File: src/longest_increasing_subsequence_length_assert.svh
// Assertion macros used by the top-level RTL module.
`ifndef LONGEST_INCREASING_SUBSEQUENCE_LENGTH_ASSERT_SVH
`define LONGEST_INCREASING_SUBSEQUENCE_LENGTH_ASSERT_SVH

// same-cycle implication
`define LIS_ASSERT_NOW(label, clk, rstn, ante, cons, msg) \
    label: assert property (@(posedge clk) disable iff (!(rstn)) (ante) |-> (cons)) \
        else $error(msg);

// next-cycle implication
`define LIS_ASSERT_NEXT(label, clk, rstn, ante, cons, msg) \
    label: assert property (@(posedge clk) disable iff (!(rstn)) (ante) |=> (cons)) \
        else $error(msg);

`endif

File: src/lis_pkg.sv
package lis_pkg;

    localparam int unsigned VALUE_W  = 32;
    localparam int unsigned LENGTH_W = 9;

    typedef struct packed {
        logic signed [VALUE_W-1:0] value;
        logic                      start_new;
    } lis_in_t;

    typedef struct packed {
        logic [LENGTH_W-1:0] length;
        logic                overflow;
    } lis_out_t;

    typedef enum logic [1:0] {
        ST_IDLE,
        ST_SEARCH,
        ST_UPDATE
    } lis_state_t;

endpackage

File: src/lis_search.sv
module lis_search #(
    parameter int unsigned MAX_TAILS = 256,
    parameter int unsigned CNT_W     = 9,
    parameter int unsigned IDX_W     = 8
) (
    input  logic                         aclk,
    input  logic                         aresetn,
    input  logic                         in_valid,
    output logic                         in_ready,
    input  lis_pkg::lis_in_t             in_data,
    output logic                         res_valid,
    input  logic                         res_ready,
    output lis_pkg::lis_out_t            res_data,
    output logic                         mem_rd_en,
    output logic [IDX_W-1:0]             mem_rd_addr,
    input  logic [lis_pkg::VALUE_W-1:0]  mem_rd_data,
    output logic                         mem_wr_en,
    output logic [IDX_W-1:0]             mem_wr_addr,
    output logic [lis_pkg::VALUE_W-1:0]  mem_wr_data,
    output logic [CNT_W-1:0]             tail_count,
    output logic                         ovf_seen
);

    localparam logic [CNT_W-1:0] MAX_CNT = CNT_W'(MAX_TAILS);

    lis_pkg::lis_state_t state_reg, state_next;
    logic signed [lis_pkg::VALUE_W-1:0] key_reg, key_next;
    logic [CNT_W-1:0] lo_reg, lo_next;
    logic [CNT_W-1:0] hi_reg, hi_next;
    logic [CNT_W-1:0] mid_reg, mid_next;
    logic [CNT_W-1:0] count_reg, count_next;
    logic             ovf_reg, ovf_next;

    logic [CNT_W-1:0] cnt_base;
    logic [CNT_W-1:0] lo_n, hi_n, mid_n;
    logic             tail_less;

    always_ff @(posedge aclk) begin
        if (!aresetn) begin
            state_reg <= lis_pkg::ST_IDLE;
            count_reg <= '0;
            ovf_reg   <= 1'b0;
        end else begin
            state_reg <= state_next;
            count_reg <= count_next;
            ovf_reg   <= ovf_next;
        end
    end

    always_ff @(posedge aclk) begin
        key_reg <= key_next;
        lo_reg  <= lo_next;
        hi_reg  <= hi_next;
        mid_reg <= mid_next;
    end

    always_comb begin
        state_next  = state_reg;
        key_next    = key_reg;
        lo_next     = lo_reg;
        hi_next     = hi_reg;
        mid_next    = mid_reg;
        count_next  = count_reg;
        ovf_next    = ovf_reg;
        in_ready    = 1'b0;
        res_valid   = 1'b0;
        mem_rd_en   = 1'b0;
        mem_rd_addr = mid_reg[IDX_W-1:0];
        mem_wr_en   = 1'b0;
        mem_wr_addr = lo_reg[IDX_W-1:0];
        mem_wr_data = key_reg;
        cnt_base    = count_reg;
        tail_less   = $signed(mem_rd_data) < key_reg;
        lo_n        = lo_reg;
        hi_n        = hi_reg;
        mid_n       = mid_reg;
        res_data.length   = lis_pkg::LENGTH_W'(count_reg);
        res_data.overflow = ovf_reg;

        unique case (state_reg)
            lis_pkg::ST_IDLE: begin
                in_ready = 1'b1;
                if (in_valid) begin
                    key_next = in_data.value;
                    if (in_data.start_new) begin
                        cnt_base   = '0;
                        count_next = '0;
                        ovf_next   = 1'b0;
                    end
                    lo_next = '0;
                    hi_next = cnt_base;
                    if (cnt_base != '0) begin
                        mid_n       = cnt_base >> 1;
                        mid_next    = mid_n;
                        mem_rd_en   = 1'b1;
                        mem_rd_addr = mid_n[IDX_W-1:0];
                        state_next  = lis_pkg::ST_SEARCH;
                    end else begin
                        state_next = lis_pkg::ST_UPDATE;
                    end
                end
            end
            lis_pkg::ST_SEARCH: begin
                // read data belongs to mid_reg; next probe issued in the same cycle
                if (tail_less) begin
                    lo_n = mid_reg + 1'b1;
                end else begin
                    hi_n = mid_reg;
                end
                lo_next = lo_n;
                hi_next = hi_n;
                if (lo_n < hi_n) begin
                    mid_n       = lo_n + ((hi_n - lo_n) >> 1);
                    mid_next    = mid_n;
                    mem_rd_en   = 1'b1;
                    mem_rd_addr = mid_n[IDX_W-1:0];
                end else begin
                    state_next = lis_pkg::ST_UPDATE;
                end
            end
            lis_pkg::ST_UPDATE: begin
                res_valid = 1'b1;
                // lo_reg equals count_reg when no tail is >= key
                if (lo_reg < count_reg) begin
                    mem_wr_en = res_ready;
                end else if (count_reg < MAX_CNT) begin
                    mem_wr_en  = res_ready;
                    count_next = res_ready ? count_reg + 1'b1 : count_reg;
                    res_data.length = lis_pkg::LENGTH_W'(count_reg + 1'b1);
                end else begin
                    ovf_next = res_ready ? 1'b1 : ovf_reg;
                    res_data.overflow = 1'b1;
                end
                if (res_ready) begin
                    state_next = lis_pkg::ST_IDLE;
                end
            end
            default: begin
                state_next = lis_pkg::ST_IDLE;
            end
        endcase
    end

    assign tail_count = count_reg;
    assign ovf_seen   = ovf_reg;

endmodule

File: config.mk
export PLATFORM = sky130hd
export DESIGN_NAME = lis_search
export DESIGN_NICKNAME = d
export VERILOG_FILES = /design/src/longest_increasing_subsequence_length_assert.svh /design/src/lis_pkg.sv /design/src/lis_search.sv
export SDC_FILE = /design/constraint.sdc
export NUM_CORES = 1
export LEC_CHECK = 0
export BUFFER_PORTS_ARGS = -buffer_cell sky130_fd_sc_hd__buf_2
export CAP_MARGIN = 20
export CORE_MARGIN = 1
export CORE_UTILIZATION = 50
export CTS_BUF_LIST = sky130_fd_sc_hd__clkbuf_4
export DETAILED_ROUTE_END_ITERATION = 7
export PLACE_DENSITY = 0.76
export SLEW_MARGIN = 20
export SYNTH_ARGS = -nofsm -noshare
export SYNTH_HDL_FRONTEND = slang
export SYNTH_SLANG_ARGS = --single-unit
File: constraint.sdc
create_clock -name aclk -period 15.2 [get_ports aclk]
set_clock_uncertainty 0.2 [all_clocks]
set_input_delay 3.04 -clock aclk [delete_from_list [all_inputs] [get_ports aclk]]
set_output_delay 3.04 -clock aclk [all_outputs]
set_load 0.01 [all_outputs]
# [After elaboration in Yosys (flattened, before gate mapping)]
# Index checks and enable logic that the tools add are counted.
[classes] addsub=4 order_cmp=4 eq_ne=11 n_mux=47 n_reduce_logical=10
[op_table] cell="$mux 9" count=16
[op_table] cell="$pmux 9 s2" count=4
[op_table] cell="$lt 32x32->1" count=1
[op_table] cell="$mux 8" count=3
[op_table] cell="$mux 10" count=2
[op_table] cell="$add 9x1->9 const B" count=2
[op_table] cell="$lt 9x9->1" count=2
[op_table] cell="$ne 2x2->1 const B" count=9
[op_table] cell="$pmux 8 s2" count=1
[op_table] cell="$mux 1" count=14
[op_table] cell="$add 9x8->9" count=1
[op_table] cell="$lt 9x9->1 const B" count=1
[op_table] cell="$reduce_bool 9->1" count=1
[op_table] cell="$sub 9x9->9" count=1
[op_table] cell="$mux 2" count=4
[op_table] cell="$pmux 2 s3" count=1
[op_table] cell="$reduce_and 6->1" count=1
[op_table] cell="$reduce_and 5->1" count=1
[op_table] cell="$pmux 1 s2" count=2
[op_table] cell="$reduce_and 2->1" count=2
[op_table] cell="$reduce_and 4->1" count=1
[op_table] cell="$reduce_bool 2->1" count=2
[op_table] cell="$reduce_and 3->1" count=1
[op_table] cell="$eq 2x1->1 const B" count=1
[op_table] cell="2 further kinds" count=2
[totals] reg_bits=71 inputBits=69 output_inout_bits=72

# [Logic depth before layout (Yosys ltp)]
# Gate-level depths: netlist of run 1.
[depth] word_depth=7 mapped_depth=28 ltp_nobuf=27

# [Worst setup path before layout of run 1]
# Ideal clock, no wire load.
[synth_path] kind="input port to output port" startpoint="input port mem_rd_data[5] (netlist name)" endpoint="output port mem_rd_addr[7]" arrival_ps=7843 path_slack_ps=4117 stages=25 path_cell_list="ha_1 > a21o_1 > a221oi_2 > o21ai_1 > a311o_1 > and3_4 > nor2_2 > nor2_1 > a31oi_1 > buf_2 > mux2i_1 > ha_1 > a21o_1 > a21o_1 > xor2_1 > ha_1 > a21oi_1 > o21bai_1 > a21oi_1 > o21bai_1 > a21oi_1 > xor2_1 > nor2_1 > nand2_1 > o211ai_1"
[synth_between] elab_chain_cells=7 elab_cells_between_ends=10 classes_between="add/sub: 2; order compare: 2; mux: 6"
[synth_rtl] item="start: declaration" line_no="lis_search.sv:16" text="input logic [lis_pkg::VALUE_W-1:0] mem_rd_data,"
[synth_rtl] item="$lt 32x32->1 (*)" line_no="lis_search.sv:73" text="tail_less = $signed(mem_rd_data) < key_reg;"
[synth_rtl] item="$mux 9" line_no="lis_search.sv:105" text="if (tail_less) begin"
[synth_rtl] item="$mux 9" line_no="lis_search.sv:80" text="unique case (state_reg)"
[synth_rtl] item="$sub 9x9->9" line_no="lis_search.sv:113" text="mid_n = lo_n + ((hi_n - lo_n) >> 1);"
[synth_rtl] item="$add 9x8->9" line_no="lis_search.sv:113"
[synth_rtl] item="$mux 8 (*)" line_no="lis_search.sv:112" text="if (lo_n < hi_n) begin"
[synth_rtl] item="$pmux 8 s2 (*)" line_no="lis_search.sv:80"
[synth_rtl] item="end: declaration" line_no="lis_search.sv:15" text="output logic [IDX_W-1:0] mem_rd_addr,"
# Mark *: on every way between the ends. The rest lies on a longest branch, timed or not. The select of a mux whose other input is x is not followed.

# [Worst setup path in the final report of run 1]
[layout_path] startpoint="input port mem_rd_data[13] (netlist name)" endpoint="output port mem_rd_addr[7]"
# Same word-level chain as after synthesis.

==> results.cfg, run 1 <==
[route]
routed_via_density = 5.72
routed_wl_um = 14100
drt_iter0_markers = 414
vias = 4859
drcViolationCount = 0
first_pass_iters = 5
wl_per_cell_um = 16.7
postRouteAntennaNets = 0

[critical_path]
cp_slowest_cell = mux2i_1
critPathMaxFanout = 23
slowest_delay_ps = 600
ff2ff_setup_slack_ps = 9130
timing.critical_path.arrival_ps = 8620
ff2ff_path_depth = 23
endpoint_kind = primary output
critPathBufInv = 2
required_ps = 11960
r2r_end = mid_reg[7]
start_kind = input port
critical_path.top_delay_family = compound AO/OA/AOI/OAI gates
reg2reg_from = mem_wr_data[6]
critical_path_class = input port to primary output

[global_routing]
grt_pass1_wl_um = 22300
grt_max_degree = 33
grt-ovfl-total = 0
grtUsageTotal_pct = 25.6
grt_pass1_vias = 4671
antenna_found_initial = 1

[synth]
synthCells = 582
yosysWarnings = 0
yosysSeqAreaShare_pct = 37.7
syn_avg_cell_area_um2 = 9.17
synthesis.nets = 712
synth-seq-cells = 71
synth_area_um2 = 5340
ys.flop_type = edfxtp_1
synth_edf_count = 59
yosysUniqueCellTypes = 62
async_flop_share_pct = 0

[clocking]
cts_sinks = 71
post_cts.repair.setup_buffers = 0
htree_levels = 3
cts_tree = built
post_cts_resized = 0
cts_max_path_buffers = 2
cts-root-buf = clkbuf_4
cts-hold-fix-buffers = 0
clk_latency_ps = 440
cts.clk_slew.worst_paths_ps = 130
cts_made_buffers = 9

[sta]
final_max_slew_viol_count = 0
fmax_ghz = 0.0843
whs_ps = 313
tightest_slew_ps = 907
relSlewSlack_pct = 39.4
timing.final.crit_period_ps = 11860
setup_violations = 0
finalSetupTns_ps = 0
hold_viol_final = 0
period_share_pct = 78.0
grt_setup_unrepaired = false

[final_layout]
layout.nets = 837
finalNonFillerCells = 849
fin_area_um2 = 6210
area_growth_pct = 16.3
final_layout_size_suffix_gt1_share_pct = 25.1
largest_register_ffs = 32
layout_common_cells = 140 x buf_2, 64 x inv_1, 59 x ha_1, 59 x edfxtp_1, 56 x nand2_1
final_common_cell = buf_2

[pwr]
p_sw_share_pct = 38.3
ir_drop_uv = 64.4
p_switching_uw = 218
p_int_uw = 352
leakage_nw = 2.98
comb_power_share_pct = 40.3
power_density_nw_per_um2 = 91.9
seqPwrFrac_pct = 40.3
power.clock.fraction_pct = 19.4

[die]
die_x_um = 105
die_area_um2 = 11100
rows = 37
core_area_um2 = 10300
die_h_um = 105
initial_core_util_pct = 51.7
ioPinCount = 141

[place]
dpl_cell_area_um2 = 6080
dp_cells = 832
hpwl_um = 11000
gp_congestion = 0.859
io_buffers = 140

[hold_path]
hp-start = ovf_seen
whs_endpoint = ovf_seen
hp-class = register to register
hold_depth = 2

[outcome]
status = finished, final reports clean

[flow_run]
drv_cap = 0
## final cells by class
class | count | area, um2
timing repair buffer | 142 | 716
multi-input combinational | 418 | 2950
clock buffer | 9 | 67.6
fill | 906 | 4120
inverter | 65 | 244
clock inverter | 7 | 46.3
antenna | 1 | 2.50
sequential | 71 | 2010
tap | 136 | 170
## worst reg2reg max path: cells and delay by family (launching register included)
| family | cells | cell delay [ps] |
|---|---|---|
| buf+inv | 1 | 80 |
| flops | 1 | 440 |
| fa+ha+maj | 3 | 910 |
| mux | 1 | 600 |
| compound gates | 12 | 2610 |
| xor+xnor | 2 | 360 |
| simple gates | 4 | 640 |
## per-layer routing
layer / part of all wire [%] / GRT usage, % / up-vias
li1: - / - / 2316
met1: 42 / 32.4 / 2287
met2: 49 / 44.0 / 231
met3: 7.4 / 4.14 / 25
met4: 2.2 / 9.26 / 0
met5: 0 / 0 / -
## metrics by stage
| stage | util, % | power, mW | setup WS, ps |
|---|---|---|---|
| floorplan | - | 0.401 | 4120 |
| global placement | 58.9 | 0.452 | 3250 |
| detailed placement | 58.9 | 0.460 | 3040 |
| CTS | 60.0 | 0.569 | 3040 |
| global route | 60.1 | 0.607 | 2930 |
| finish | 60.1 | 0.570 | 3340 |
## how the worst max path moves through the flow
| stage | cells after the start | from | slack [ps] | endpoint |
|---|---|---|---|---|
| floorplan | 25 | mem_rd_data[5] | 4120 | mem_rd_addr[7] |
| global placement | 26 | mem_rd_data[5] | 3250 | mem_rd_addr[7] |
| detailed placement | 26 | mem_rd_data[6] | 3040 | mem_rd_addr[7] |
| CTS | 26 | mem_rd_data[6] | 3040 | mem_rd_addr[7] |
| global route | 26 | mem_rd_data[5] | 2930 | mem_rd_addr[7] |
| finish | 26 | mem_rd_data[13] | 3340 | mem_rd_addr[7] |
## Yosys cell counts, types with 5 or more instances
| master | number | area share (%) |
|---|---|---|
| a21boi_0 | 6 | 0.84 |
| a21o_1 | 16 | 2.3 |
| a21oi_1 | 41 | 3.8 |
| and3_1 | 7 | 0.82 |
| buf_4 | 8 | 1.1 |
| clkbuf_1 | 16 | 1.1 |
| dfxtp_1 | 12 | 4.5 |
| edfxtp_1 | 59 | 33 |
| ha_1 | 59 | 14 |
| inv_1 | 64 | 4.5 |
| mux2_2 | 8 | 1.7 |
| nand2_1 | 56 | 3.9 |
| nand2b_1 | 5 | 0.59 |
| nand3_1 | 18 | 1.7 |
| nor2_1 | 52 | 3.7 |
| nor3_1 | 14 | 1.3 |
| o21ai_0 | 23 | 2.2 |
| o21bai_1 | 6 | 0.84 |
| xnor2_1 | 17 | 2.8 |
| xor2_1 | 11 | 1.8 |
## power by group through the flow
| stage | sequential, mW | combinational, mW | clock, mW |
|---|---|---|---|
| final | 0.230 | 0.230 | 0.111 |
| after global routing | 0.231 | 0.255 | 0.121 |
| after CTS | 0.230 | 0.227 | 0.112 |
| after detailed placement | 0.234 | 0.225 | 0 |
| after global placement | 0.234 | 0.218 | 0 |
| after floorplan | 0.234 | 0.167 | 0 |
## cell families (layout without fill, tap and decap cells)
family / Yosys count / in the layout / synth area share, %
AO/OA/AOI/OAI: 136 / 136 / 17.4
XOR/XNOR: 28 / 28 / 4.60
adder cells (fa/ha/maj): 61 / 61 / 14.6
buffers and inverters: 93 / 223 / 7.29
flip-flops: 71 / 71 / 37.7
multiplexers: 12 / 12 / 2.44
other: 0 / 1 / 0
AND/OR/NAND/NOR: 181 / 181 / 15.9
(Power assumes the default switching activity.)
==> inputs of run 2 (changes only) <==
clock period = 12.2 ns   (was 15.2 ns; I/O delays follow)
==> run 2 against run 1 <==
- sequential power rose by 25%
- combinational power up 25%
- critical endpoint unchanged
- final area rose by 0.12%
- flip-flop and latch count did not move
- wire length up 0.45%
==> results.cfg, run 2 (synthesis gave the netlist of run 1 again) <==
[place]
place_ws_ps = 1730
dp_cells = 832
hpwl_um = 11000
dpl_cell_area_um2 = 6080
gp_congestion = 0.855
io_buffers = 140

[sta]
grt_setup_unrepaired = false
hold_viol_final = 0
fmax_ghz = 0.0950
relSlewSlack_pct = 38.1
setup_slack_ps = 1680
tightest_slew_ps = 926
timing.final.crit_period_ps = 10520
period_share_pct = 86.3
setup_violations = 0
final_max_slew_viol_count = 0
finalSetupTns_ps = 0
whs_ps = 338

[route]
postRouteAntennaNets = 0
routed_wl_um = 14200
drcViolationCount = 0
wl_per_cell_um = 16.8
drt_iter0_markers = 471
routed_via_density = 5.73
vias = 4863
first_pass_iters = 6

[global_routing]
top_usage_layer = met2
grt_use_met2_pct = 46.0
grt_pass1_vias = 4632
grtUsageTotal_pct = 26.0
use_met1_pct = 32.1
grt_pass1_wl_um = 22600
grt_max_degree = 33
met3_usage_pct = 4.89
antenna_found_initial = 0
grt-ovfl-total = 0

[final_layout]
finalNonFillerCells = 848
largest_register_ffs = 32
final_layout_size_suffix_gt1_share_pct = 25.6
area_growth_pct = 16.5
fin_area_um2 = 6210
final_common_cell = buf_2
finish.utilization_pct = 60.2
fill_cells = 883
num_antenna_cells = 0
layout_common_cells = 140 x buf_2, 63 x inv_1, 59 x ha_1, 59 x edfxtp_1, 56 x nand2_1
layout.nets = 837

[clocking]
cts.clk_slew.worst_paths_ps = 140
post_cts_resized = 0
cts-root-buf = clkbuf_4
post_cts.repair.setup_buffers = 0
cts_made_buffers = 9
htree_levels = 3
cts-hold-fix-buffers = 0
cts_max_path_buffers = 2
clk_latency_ps = 460
cts_tree = built
cts_sinks = 71

[die]
die_area_um2 = 11100
ioPinCount = 141
initial_core_util_pct = 51.7
core_area_um2 = 10300
die_h_um = 105
die_x_um = 105
rows = 37

[critical_path]
start_kind = input port
endpoint_kind = primary output
timing.critical_path.arrival_ps = 7880
slowest_delay_ps = 540
critical_path_class = input port to primary output
required_ps = 9560
critical_path.top_delay_family = compound AO/OA/AOI/OAI gates
critPathMaxFanout = 23
cp_slowest_cell = mux2i_1
critPathBufInv = 3

[pwr]
power_density_nw_per_um2 = 117
leakage_nw = 2.98
ir_drop_uv = 55.8
p_total_uw = 725

[flow_run]
drv_cap = 0

[hold_path]
hp-class = register to register

[outcome]
status = finished, final reports clean
[run 2: power by group]
part	total (mW)	switching (mW)	internal, mW	leakage [nW]
Sequential	0.287	0.00975	0.277	0.670
Clock	0.151	0.105	0.0467	0.0710
Combinational	0.287	0.168	0.119	2.24
[run 2: final cells by class]
cell class              count  area, um2  share of cell area (%)
repair buffers            142        716                    11.5
inverters                  65        244                    3.93
clock buffers               9       67.6                    1.09
flip-flops and latches     71       2010                    32.4
well taps                 136        170                    2.74
clock inverters             7       65.1                    1.05
multi-input cells         418       2940                    47.3
[run 2: worst min-delay path, stage by stage (launching register included)]
cell	delay [ps]
dfxtp_1	360
nor2_1	110
nor2_1	50
[run 2: layer usage]
layer	up-vias	wire length [um]
met3	25	1280
li1	2310	-
met2	246	6810
met4	0	252
met5	-	0
met1	2282	5870
[run 2: worst paths after layout]
path,start,to,slack (ps),depth (start not counted)
max,mem_rd_data[5],mem_rd_addr[7],1680,27
min,ovf_seen,ovf_seen,340,2
max reg2reg,mem_wr_data[5],mid_reg[7],6210,24
min reg2reg,ovf_seen,ovf_seen,340,2
